==> config.mk <==
export PLATFORM = sky130hd
export DESIGN_NAME = playfair_digram_encrypt_flat
export DESIGN_NICKNAME = d
export VERILOG_FILES = /design/src/pf_pkg.sv /design/src/pf_in_if.sv /design/src/pf_out_if.sv /design/src/playfair_digram_encrypt.sv /design/src/flat_wrapper.sv
export SDC_FILE = /design/constraint.sdc
export NUM_CORES = 1
export LEC_CHECK = 0
export BUFFER_PORTS_ARGS = -buffer_cell sky130_fd_sc_hd__buf_2
export CORE_UTILIZATION = 63
export CTS_CLUSTER_DIAMETER = 100
export DETAILED_ROUTE_END_ITERATION = 10
export PLACE_DENSITY = 0.8
export SYNTH_ARGS = -nofsm -noshare
export SYNTH_HDL_FRONTEND = slang
export SYNTH_SLANG_ARGS = --single-unit
==> constraint.sdc <==
create_clock -name clk -period 4.8 [get_ports clk]
set_input_delay 0.96 -clock clk [delete_from_list [all_inputs] [get_ports clk]]
set_output_delay 0.96 -clock clk [all_outputs]
set_load 0.02 [all_outputs]
==> src/pf_pkg.sv <==
// Shared constants, types and helpers for the Playfair digram encryptor.
package pf_pkg;

	localparam int LETTER_W = 5;
	localparam int NUM_LETTERS = 26;
	localparam int SIDE = 5;
	localparam int KEY_DEPTH = 40;

	localparam logic [LETTER_W-1:0] LETTER_I = 5'd8;
	localparam logic [LETTER_W-1:0] LETTER_J = 5'd9;
	localparam logic [LETTER_W-1:0] LETTER_X = 5'd23;
	localparam logic [LETTER_W-1:0] LETTER_Z = 5'd25;

	localparam logic OP_KEY = 1'b0;
	localparam logic OP_TEXT = 1'b1;

	typedef logic [LETTER_W-1:0] letter_t;

	typedef struct packed {
		logic [2:0] row;
		logic [2:0] col;
	} cell_t;

	function automatic logic [2:0] wrap_inc(input logic [2:0] v);
		logic [2:0] r;
		if (v == 3'(SIDE - 1)) begin
			r = 3'd0;
		end else begin
			r = v + 3'd1;
		end
		return r;
	endfunction

endpackage

==> src/pf_in_if.sv <==
// Request channel carrying keyword and plaintext letters.
interface pf_in_if;
	logic valid;
	logic ready;
	logic operation;
	logic [pf_pkg::LETTER_W-1:0] letter;
	logic last;

	modport source (output valid, output operation, output letter, output last, input ready);
	modport sink (input valid, input operation, input letter, input last, output ready);
endinterface

==> src/pf_out_if.sv <==
// Request channel carrying encrypted letter pairs.
interface pf_out_if;
	logic valid;
	logic ready;
	logic [pf_pkg::LETTER_W-1:0] cipher_first;
	logic [pf_pkg::LETTER_W-1:0] cipher_second;
	logic message_end;

	modport source (output valid, output cipher_first, output cipher_second,
		output message_end, input ready);
	modport sink (input valid, input cipher_first, input cipher_second,
		input message_end, output ready);
endinterface

==> src/playfair_digram_encrypt.sv <==
// Playfair digram encryptor: key square build, digram pairing and cipher lookup.
//
// Channels: item (sink) takes one letter per request, operation 0 for a keyword
// letter and 1 for a plaintext letter, last marking the end of keyword or message.
// pair (source) delivers one ciphertext pair per request, message_end on the final
// pair. Both use a valid/ready handshake.
// Sequencing: the last keyword letter starts a fill walk over the alphabet. A
// plaintext letter that completes a pair passes through the states PA, PB, CALC,
// K2 and EMIT until the pair sits in the output register; a letter that yields
// two pairs runs that sequence twice. A letter that only gets held returns to idle
// at once. The sequencer shares one read port on the position table and one on the
// key square for every lookup. item.ready is high only while the sequencer idles.
// Reset clears the square-ready flag, the held letter and the sequencer; the
// tables need no clearing since they are read only once a square is complete.
// A stalled receiver holds the pair in the output register; the block keeps
// taking letters and waits only when a new pair must replace an untaken one.
module playfair_digram_encrypt (
	input logic clk,
	input logic arst_n,
	pf_in_if.sink item,
	pf_out_if.source pair
);

	typedef enum logic [6:0] {
		ST_IDLE = 7'b0000001,
		ST_FILL = 7'b0000010,
		ST_PA = 7'b0000100,
		ST_PB = 7'b0001000,
		ST_CALC = 7'b0010000,
		ST_K2 = 7'b0100000,
		ST_EMIT = 7'b1000000
	} state_t;

	state_t state_q;
	state_t state_d;

	logic [5:0] pos_mem [0:pf_pkg::NUM_LETTERS-1];
	pf_pkg::letter_t key_mem [0:pf_pkg::KEY_DEPTH-1];
	pf_pkg::cell_t pos_rd_q;
	pf_pkg::letter_t key_rd_q;
	logic [4:0] pos_raddr;
	logic [5:0] key_raddr;

	logic [pf_pkg::NUM_LETTERS-1:0] used_q;
	logic [pf_pkg::NUM_LETTERS-1:0] used_eff;
	logic [31:0] used_ext;
	pf_pkg::cell_t fill_q;
	pf_pkg::cell_t fill_eff;
	logic full_eff;
	logic [4:0] walk_q;
	logic square_ready_q;
	pf_pkg::letter_t held_q;
	logic held_valid_q;

	pf_pkg::letter_t p_a_q;
	pf_pkg::letter_t p_b_q;
	logic p_end_q;
	logic two_q;
	pf_pkg::letter_t sec_a_q;
	pf_pkg::cell_t pos_a_q;
	pf_pkg::cell_t n1;
	pf_pkg::cell_t n2;
	pf_pkg::cell_t n2_q;
	pf_pkg::letter_t k1_q;

	logic out_valid_q;
	pf_pkg::letter_t out_first_q;
	pf_pkg::letter_t out_second_q;
	logic out_end_q;

	logic accept;
	logic place_en;
	pf_pkg::letter_t place_letter;
	pf_pkg::letter_t text_letter;
	logic load_out;

	assign accept = item.valid && item.ready;
	assign item.ready = (state_q == ST_IDLE);
	assign load_out = (state_q == ST_EMIT) && (!out_valid_q || pair.ready);

	assign pair.valid = out_valid_q;
	assign pair.cipher_first = out_first_q;
	assign pair.cipher_second = out_second_q;
	assign pair.message_end = out_end_q;

	// a fresh keyword after a finished square starts from an empty square
	always_comb begin
		if (state_q == ST_IDLE && square_ready_q) begin
			used_eff = '0;
			fill_eff = '0;
		end else begin
			used_eff = used_q;
			fill_eff = fill_q;
		end
	end

	assign used_ext = {6'd0, used_eff};
	assign full_eff = (fill_eff.row == 3'(pf_pkg::SIDE));
	assign text_letter = (item.letter == pf_pkg::LETTER_J) ? pf_pkg::LETTER_I : item.letter;

	always_comb begin
		place_en = 1'b0;
		place_letter = item.letter;
		if (state_q == ST_IDLE && accept && item.operation == pf_pkg::OP_KEY) begin
			place_letter = item.letter;
			place_en = (item.letter <= pf_pkg::LETTER_Z) && (item.letter != pf_pkg::LETTER_J)
				&& !used_ext[item.letter] && !full_eff;
		end else if (state_q == ST_FILL) begin
			place_letter = walk_q;
			place_en = (walk_q != pf_pkg::LETTER_J) && !used_ext[walk_q] && !full_eff;
		end
	end

	always_comb begin
		if (pos_a_q.row == pos_rd_q.row) begin
			n1 = '{row: pos_a_q.row, col: pf_pkg::wrap_inc(pos_a_q.col)};
			n2 = '{row: pos_rd_q.row, col: pf_pkg::wrap_inc(pos_rd_q.col)};
		end else if (pos_a_q.col == pos_rd_q.col) begin
			n1 = '{row: pf_pkg::wrap_inc(pos_a_q.row), col: pos_a_q.col};
			n2 = '{row: pf_pkg::wrap_inc(pos_rd_q.row), col: pos_rd_q.col};
		end else begin
			n1 = '{row: pos_a_q.row, col: pos_rd_q.col};
			n2 = '{row: pos_rd_q.row, col: pos_a_q.col};
		end
	end

	assign pos_raddr = (state_q == ST_PA) ? p_a_q : p_b_q;
	assign key_raddr = (state_q == ST_CALC) ? 6'(n1) : 6'(n2_q);

	always_ff @(posedge clk) begin
		if (place_en) begin
			key_mem[6'(fill_eff)] <= place_letter;
			pos_mem[place_letter] <= 6'(fill_eff);
		end
		pos_rd_q <= pf_pkg::cell_t'(pos_mem[pos_raddr]);
		key_rd_q <= key_mem[key_raddr];
	end

	always_comb begin
		state_d = state_q;
		unique case (state_q)
			ST_IDLE: begin
				if (accept && item.operation == pf_pkg::OP_KEY && item.last) begin
					state_d = ST_FILL;
				end else if (accept && item.operation == pf_pkg::OP_TEXT && square_ready_q) begin
					if (item.letter > pf_pkg::LETTER_Z) begin
						if (item.last && held_valid_q) begin
							state_d = ST_PA;
						end
					end else if (held_valid_q || item.last) begin
						state_d = ST_PA;
					end
				end
			end
			ST_FILL: begin
				if (walk_q == pf_pkg::LETTER_Z) begin
					state_d = ST_IDLE;
				end
			end
			ST_PA: state_d = ST_PB;
			ST_PB: state_d = ST_CALC;
			ST_CALC: state_d = ST_K2;
			ST_K2: state_d = ST_EMIT;
			ST_EMIT: begin
				if (load_out) begin
					state_d = two_q ? ST_PA : ST_IDLE;
				end
			end
			default: state_d = ST_IDLE;
		endcase
	end

	always_ff @(posedge clk or negedge arst_n) begin
		if (!arst_n) begin
			state_q <= ST_IDLE;
			used_q <= '0;
			fill_q <= '0;
			walk_q <= '0;
			square_ready_q <= 1'b0;
			held_q <= '0;
			held_valid_q <= 1'b0;
			two_q <= 1'b0;
			out_valid_q <= 1'b0;
		end else begin
			state_q <= state_d;
			if (place_en) begin
				used_q <= used_eff | (pf_pkg::NUM_LETTERS'(1) << place_letter);
				if (fill_eff.col == 3'(pf_pkg::SIDE - 1)) begin
					fill_q <= '{row: fill_eff.row + 3'd1, col: 3'd0};
				end else begin
					fill_q <= '{row: fill_eff.row, col: fill_eff.col + 3'd1};
				end
			end else begin
				used_q <= used_eff;
				fill_q <= fill_eff;
			end
			if (state_q == ST_IDLE && accept && item.operation == pf_pkg::OP_KEY) begin
				if (square_ready_q) begin
					square_ready_q <= 1'b0;
					held_valid_q <= 1'b0;
				end
				walk_q <= '0;
			end
			if (state_q == ST_FILL) begin
				walk_q <= walk_q + 5'd1;
				if (walk_q == pf_pkg::LETTER_Z) begin
					square_ready_q <= 1'b1;
				end
			end
			if (state_q == ST_IDLE && accept && item.operation == pf_pkg::OP_TEXT
				&& square_ready_q) begin
				if (item.letter > pf_pkg::LETTER_Z) begin
					if (item.last) begin
						held_valid_q <= 1'b0;
					end
					two_q <= 1'b0;
				end else if (held_valid_q) begin
					held_q <= text_letter;
					held_valid_q <= (held_q == text_letter) && !item.last;
					two_q <= (held_q == text_letter) && item.last;
				end else begin
					held_q <= text_letter;
					held_valid_q <= !item.last;
					two_q <= 1'b0;
				end
			end
			if (state_q == ST_EMIT && load_out) begin
				two_q <= 1'b0;
			end
			if (load_out) begin
				out_valid_q <= 1'b1;
			end else if (pair.ready) begin
				out_valid_q <= 1'b0;
			end
		end
	end

	// pair operands, lookup results and output payload
	always_ff @(posedge clk) begin
		if (state_q == ST_IDLE && accept) begin
			sec_a_q <= text_letter;
			if (item.letter > pf_pkg::LETTER_Z) begin
				p_a_q <= held_q;
				p_b_q <= pf_pkg::LETTER_Z;
				p_end_q <= 1'b1;
			end else if (held_valid_q) begin
				p_a_q <= held_q;
				if (held_q == text_letter) begin
					p_b_q <= pf_pkg::LETTER_X;
					p_end_q <= 1'b0;
				end else begin
					p_b_q <= text_letter;
					p_end_q <= item.last;
				end
			end else begin
				p_a_q <= text_letter;
				p_b_q <= pf_pkg::LETTER_Z;
				p_end_q <= 1'b1;
			end
		end
		if (state_q == ST_EMIT && load_out && two_q) begin
			p_a_q <= sec_a_q;
			p_b_q <= pf_pkg::LETTER_Z;
			p_end_q <= 1'b1;
		end
		if (state_q == ST_PB) begin
			pos_a_q <= pos_rd_q;
		end
		if (state_q == ST_CALC) begin
			n2_q <= n2;
		end
		if (state_q == ST_K2) begin
			k1_q <= key_rd_q;
		end
		if (load_out) begin
			out_first_q <= k1_q;
			out_second_q <= key_rd_q;
			out_end_q <= p_end_q;
		end
	end

endmodule
==> src/flat_wrapper.sv <==
// flat-port wrapper written by rule: the top's interface ports become plain ports
module playfair_digram_encrypt_flat 
  (clk, arst_n, item_valid, item_operation, item_letter, item_last, item_ready, pair_valid, pair_cipher_first, pair_cipher_second, pair_message_end, pair_ready);
  pf_in_if item_i ();
  pf_out_if pair_i ();
  input logic clk;
  input logic arst_n;
  input wire logic [$bits(item_i.valid)-1:0] item_valid;
  input wire logic [$bits(item_i.operation)-1:0] item_operation;
  input wire logic [$bits(item_i.letter)-1:0] item_letter;
  input wire logic [$bits(item_i.last)-1:0] item_last;
  output wire logic [$bits(item_i.ready)-1:0] item_ready;
  output wire logic [$bits(pair_i.valid)-1:0] pair_valid;
  output wire logic [$bits(pair_i.cipher_first)-1:0] pair_cipher_first;
  output wire logic [$bits(pair_i.cipher_second)-1:0] pair_cipher_second;
  output wire logic [$bits(pair_i.message_end)-1:0] pair_message_end;
  input wire logic [$bits(pair_i.ready)-1:0] pair_ready;
  assign item_i.valid = item_valid;
  assign item_i.operation = item_operation;
  assign item_i.letter = item_letter;
  assign item_i.last = item_last;
  assign item_ready = item_i.ready;
  assign pair_valid = pair_i.valid;
  assign pair_cipher_first = pair_i.cipher_first;
  assign pair_cipher_second = pair_i.cipher_second;
  assign pair_message_end = pair_i.message_end;
  assign pair_i.ready = pair_ready;
  playfair_digram_encrypt u_core (.clk(clk), .arst_n(arst_n), .item(item_i), .pair(pair_i));
endmodule
## Yosys cells after proc, flatten, opt, wreduce, memory -nomap -nowiden

Memory sizes are Yosys's and may differ from the RTL's. A register that Yosys moved wholly into a read port is not among the register bits.
Cells that the tools add are included.
Widths: inputs -> output; s select.

| operators by class | value |
|---|---|
| add/subtract/negate cells | 7 |
| $lt $le $gt $ge | 4 |
| equal/unequal tests | 25 |
| shift-type cells | 1 |
| multiplexer cells | 62 |
| bitwise gates (word level) | 3 |
| reduce and logical (&&, ||, !) cells | 34 |

Operators by type and width:

| operator | count |
|---|---|
| $mux 5 | 13 |
| $mux 26 | 2 |
| $mux 7 | 7 |
| $pmux 7 s7 | 1 |
| $mux 6 | 8 |
| $or 26x26->26 | 1 |
| $shl 1x5->26 const A | 1 |
| $mux 1 | 24 |
| $logic_and 1x1->1 | 21 |
| $add 3x1->3 const B | 6 |
| $eq 3x3->1 const B | 6 |
| $mux 3 | 5 |
| $lt 5x6->1 const B | 2 |
| $bmux 1 s5 | 2 |
| $ne 5x4->1 const B | 2 |
| $ne 4x4->1 const B | 2 |
| $reduce_bool 2->1 | 4 |
| $eq 7x1->1 const B | 1 |
| $eq 7x2->1 const B | 1 |
| $eq 7x3->1 const B | 1 |
| $eq 7x4->1 const B | 1 |
| $eq 7x5->1 const B | 1 |
| $eq 7x6->1 const B | 1 |
| $eq 7x7->1 const B | 1 |
| other kinds (15) | 22 |

| storage, ports and cells | value |
|---|---|
| bits in registers | 97 |
| memory bits (writable) | 356 |
| input port bits | 11 |
| output and inout bits | 13 |
| word-level logic and storage cells | 160 |
| memories | 2 |

Memories:

| memory | depth | width | rd ports | clocked after Yosys merged registers in | wr ports | line | RTL |
|---|---|---|---|---|---|---|---|
| u_core.key_mem | 40 | 5 | 1 | 1 | 1 | playfair_digram_encrypt.sv:38 | `pf_pkg::letter_t key_mem [0:pf_pkg::KEY_DEPTH-1];` |
| u_core.pos_mem | 26 | 6 | 1 | 1 | 1 | playfair_digram_encrypt.sv:37 | `logic [5:0] pos_mem [0:pf_pkg::NUM_LETTERS-1];` |

## Depth between registers and ports, before layout

| depth | value |
|---|---|
| word-level depth | 12 |
| gate-level depth with buffers | 13 |
| gate-level depth less buffers | 11 |

## Least setup slack after synthesis

No wires, ideal clock.

| path | value |
|---|---|
| path kind | reg-to-reg |
| start | reg u_core.state_q[6] |
| end | mem u_core.key_mem[0][0] (netlist bit), enable pin |
| arrival time | 3,742 ps |
| data required time | 4,419 ps |
| setup slack | 676 ps |
| cell stages (with the launch flop) | 13 |
| buffers on the path | 2 |
| period minus slack after synthesis | 4,124 ps |
| cell sequence | dfrtp_1 -> nor4_2 -> and3b_1 -> clkbuf_1 -> nand2_1 -> nand2_1 -> clkinv_1 -> ha_1 -> a31oi_1 -> o31a_1 -> a21oi_2 -> clkbuf_1 -> nor4_1 |

RTL lines:

| what | line | RTL |
|---|---|---|
| start, declared | playfair_digram_encrypt.sv:34 | `state_t state_q;` |
| start signal, assigned | playfair_digram_encrypt.sv:185 | `state_q <= state_d;` |
| end, declared | playfair_digram_encrypt.sv:38 |  |

## Worst setup path in the final report

| path | value |
|---|---|
| start | reg u_core.state_q[6] |
| end | reg u_core.key_rd_q[1], read port of u_core.key_mem |

| between the ends | value |
|---|---|
| cells in the longest elaborated chain, start to end | 2 |

Ends and longest elaborated chain:

| what | line | RTL |
|---|---|---|
| $eq 7x5->1 | playfair_digram_encrypt.sv:128 | `assign key_raddr = (state_q == ST_CALC) ? 6'(n1) : 6'(n2_q);` |
| $mux 6 | playfair_digram_encrypt.sv:128 |  |
| end, declared | playfair_digram_encrypt.sv:40 | `pf_pkg::letter_t key_rd_q;` |

Every way passes these cells.
A chain may end at the register's enable or synchronous reset.

==> results by group <==
Route
  • Pre-antenna DRT Iters: 10
  • Vias: between 10,000 and 15,000
  • Post-DR vias/cell: between 6 and 7
  • Initial drt markers: between 1,500 and 2,000
  • DR DRC count: 12
  • DRT Wirelength: ~47 mm
  • Post-DRT Antenna Nets: 0
  • Wire length per cell: ~24 um

Power and ir drop
  • NetSw: approximately 0.0028 W
  • Clk network pwr share: between 30% and 40%
  • Worst VDD drop: ~0.37 mV
  • Cell Pwr Density: 452 nW/um^2
  • Static leakage: slightly above 8 nW
  • Sw Share: about 28%
  • Internal Power: 0.00724 W
  • Sequential power share: just under 50%
  • Combinational power share: 16.0%

Clocking
  • Clk Tree Root Cell: clkbuf_16
  • Hold_buf cts: 0
  • CTS Buffer Depth: 3
  • Htree depth: 2
  • Clock sink count: 464
  • CTS Buf Count: 47
  • Clk_lat worst skew: 0.57 ns
  • CTS clk-pin slew, worst paths: 0.06 ns
  • CTS tree: done
  • Post-CTS Setup Inserts: 0
  • Post_cts resized: 0

Setup path
  • Largest stage delay on the critical path: between 0.6 and 0.7 ns
  • Reg-to-Reg End: u_core.key_rd_q[1]$_DFF_P_
  • Reg2reg path depth: 11
  • Slowest-stage cell, CP: a31o_2
  • Critical Path Start Type: register
  • Worst setup path startpoint: u_core.state_q[6]$_DFFE_PN0P_
  • Critical Path RT: between 5 and 6 ns
  • Critical path class: reg -> reg
  • Reg2Reg Launch Point: u_core.state_q[6]$_DFFE_PN0P_
  • Reg2reg setup slack: 0.67 ns
  • Critical path's top delay family: compound AO/OA/AOI/OAI gates
  • CP endpoint kind: register
  • Worst Path Max Fanout: 31
  • Buf/Inv on CP: 3
  • Critical-path cell list: nor3_2 -> nand2_1 -> clkinv_1 -> buf_4 -> a31o_2 -> buf_4 -> a21oi_1 -> a221oi_1 -> a21oi_1 -> a31oi_1 -> and3_1
  • CP Data Arrival Time: 4.62 ns

Floorplan
  • CORE AREA: a little over 30,000 um^2
  • Die width: 179 um
  • DIE AREA: approximately 32,000 um^2
  • Die Ht: 179 um
  • # IOs: 24
  • Initial Util: around 64%
  • # rows: 64

Global route
  • First-pass GRT wire length: between 70 and 80 mm
  • Vias in the first global route: 12,520
  • Aggregate global routing overflow: 0
  • Initial antenna violation count: 1
  • GR Util All Layers: 29.9%
  • Largest net degree at the start of global routing: 54

Timing
  • Final setup vio count: 0
  • TNS Setup: 0 ns
  • Fin. max-slew vios: 0
  • Hold violation count in the final report: 0
  • Final worst path period share: 86.0%
  • Worst rel slew slack: 11.3%
  • Worst slew pin tran: between 1 and 1.5 ns
  • RSZ-0062 raised after global routing: false
  • Final hold slack: ~0.42 ns
  • Fmax: around 240 MHz
  • Worst Skew: roughly 0.033 ns
  • Min cycle time layout: about 4.1 ns

Min path
  • Min-delay worst type: reg -> reg
  • Hold path endpoint: u_core.pair.cipher_first[3]$_DFFE_PP_
  • Hold path depth: 0
  • Hold Path Origin: u_core.k1_q[3]$_DFFE_PN_

Layout
  • Final nets: 1,524
  • Share of layout cells above drive strength 1: ~15%
  • Layout area overhead: 12.0%
  • Number of filler cells placed in the layout: roughly 1,900

Logic synthesis
  • Synth top area share: between 50% and 60%
  • Syn_nets: approximately 1,500
  • Post-synth cell types: slightly above 70
  • Ys flop type: edfxtp_1
  • Synth Area per Inst: approximately 14 um^2
  • Top-count cell post-synth: edfxtp_1
  • Asr flop ratio synth: between 10 and 15%
  • Synthesis warning total: 0
  • EDFF count, synth: 394
  • Synth Cell Area: about 20,000 um^2
  • Yosys reg bits: between 400 and 500
  • Most frequent cells after synthesis: edfxtp_1, nand2_1, a21oi_1
  • Syn Inst Count: 1,441
  • Sequential area share after synthesis: between 60% and 70%
  • Synth area leader: edfxtp_1
  • Synth area leaders: edfxtp_1, dfrtp_1, mux4_2, nand2_1, mux2i_1

Outcome
  • Violated checks: design-rule violations
  • Status: finished with violations

Placement
  • Detail Placement HPWL: 29.6 mm
  • Routability-driven placement congestion ratio: 0.900
  • Port bufs: 23

Job
  • Max-cap violations: 0
## cell type report
type / count / area (um^2) / area share (%)
Timing Repair Buffer: 92 / 633 / 2.86
Antenna cell: 1 / 2.50 / 0.0113
Inverter: 33 / 124 / 0.559
Clock inverter: 25 / 233 / 1.05
Multi-Input combinational cell: 861 / 5880 / 26.6
Clock buffer: 62 / 1270 / 5.75
Sequential cell: 464 / 13500 / 61.0
Tap cell: 396 / 495 / 2.24
## metrics by stage
stage	setup slack (ns)	instances	power (W)	util (%)	cell area, um^2
floorplan	0.676	1441	0.00596	-	19800
global placement	0.627	1846	0.00649	67.1	20600
detailed placement	0.496	1846	0.00654	67.1	20600
CTS	0.727	1933	0.0100	72.0	22100
global route	0.427	1933	0.0103	72.0	22100
finish	0.673	1934	0.0100	72.0	22100
## routing by layer
metal  global-route usage [%]  part of all wire (%)
met1                     40.2                    39
met2                     48.7                    48
met3                     5.03                   9.1
met4                     12.4                   4.2
met5                        0                     0
## flip-flops by register name, indices dropped and copies added, names as in the netlist, 5 cells and up
name,flops
u_core.fill_q,6
u_core.pos_mem,156
u_core.pos_rd_q,6
u_core.pos_a_q,6
u_core.sec_a_q,5
u_core.pair.cipher_second,5
u_core.walk_q,5
u_core.p_b_q,5
u_core.k1_q,5
u_core.p_a_q,5
u_core.pair.cipher_first,5
u_core.state_q,7
u_core.key_rd_q,5
u_core.used_q,26
u_core.n2_q,6
u_core.key_mem,200
u_core.held_q,5
## cell families after synthesis
logic type                 after synthesis  synth area share (%)
AOI/OAI and AO/OA                      264                  9.13
muxes                                  100                  7.52
DFF                                    464                  68.3
xor gates and xnor gates                19                 0.842
and+or+nand+nor                        463                  11.0
buffers and inverters                  116                  2.32
adders and majority gates               15                 0.937
## power by group through the flow
stage          clock network (W)  registers [W]  logic (W)
2_1_floorplan                  0        0.00488    0.00108
3_3_place_gp                   0        0.00496    0.00153
3_5_place_dp                   0        0.00498    0.00157
4_1_cts                  0.00354        0.00489    0.00159
5_1_grt                  0.00370        0.00492    0.00173
6_report                 0.00351        0.00490    0.00161
## layout by cell type, fill, tap and decap left out, drive strengths merged, types with 11 or more instances in the layout
| cell | netlist | routed |
|---|---|---|
| mux2i | 54 | 54 |
| nand4 | 16 | 16 |
| buf | 24 | 92 |
| o21ai | 27 | 27 |
| mux4 | 38 | 38 |
| nor4 | 12 | 12 |
| a21o | 26 | 26 |
| a221oi | 17 | 17 |
| clkinv | 2 | 18 |
| nor3 | 29 | 29 |
| and3 | 16 | 16 |
| nand3 | 64 | 64 |
| and2 | 15 | 15 |
| ha | 14 | 14 |
| clkbuf | 59 | 62 |
| a31oi | 24 | 24 |
| a211oi | 30 | 30 |
| dfrtp | 52 | 52 |
| dfxtp | 17 | 17 |
| o211ai | 11 | 11 |
| nand2 | 208 | 208 |
| edfxtp | 394 | 394 |
| a21oi | 66 | 66 |
| a311oi | 14 | 14 |
| nor2 | 68 | 68 |
| inv | 31 | 34 |
## worst max-delay path by stage
stage               depth (start not counted)  slack [ns]                               to
global route                               12        0.43  u_core.key_mem[38][3]$_DFFE_PP_
CTS                                        12        0.73  u_core.key_mem[38][3]$_DFFE_PP_
floorplan                                  12        0.68   u_core.key_mem[0][0]$_DFFE_PP_
finish                                     11        0.67       u_core.key_rd_q[1]$_DFF_P_
detailed placement                          9        0.50  u_core.key_mem[38][1]$_DFFE_PP_
global placement                            9        0.63  u_core.key_mem[32][3]$_DFFE_PP_
Power figures use the tool's default switching activity.
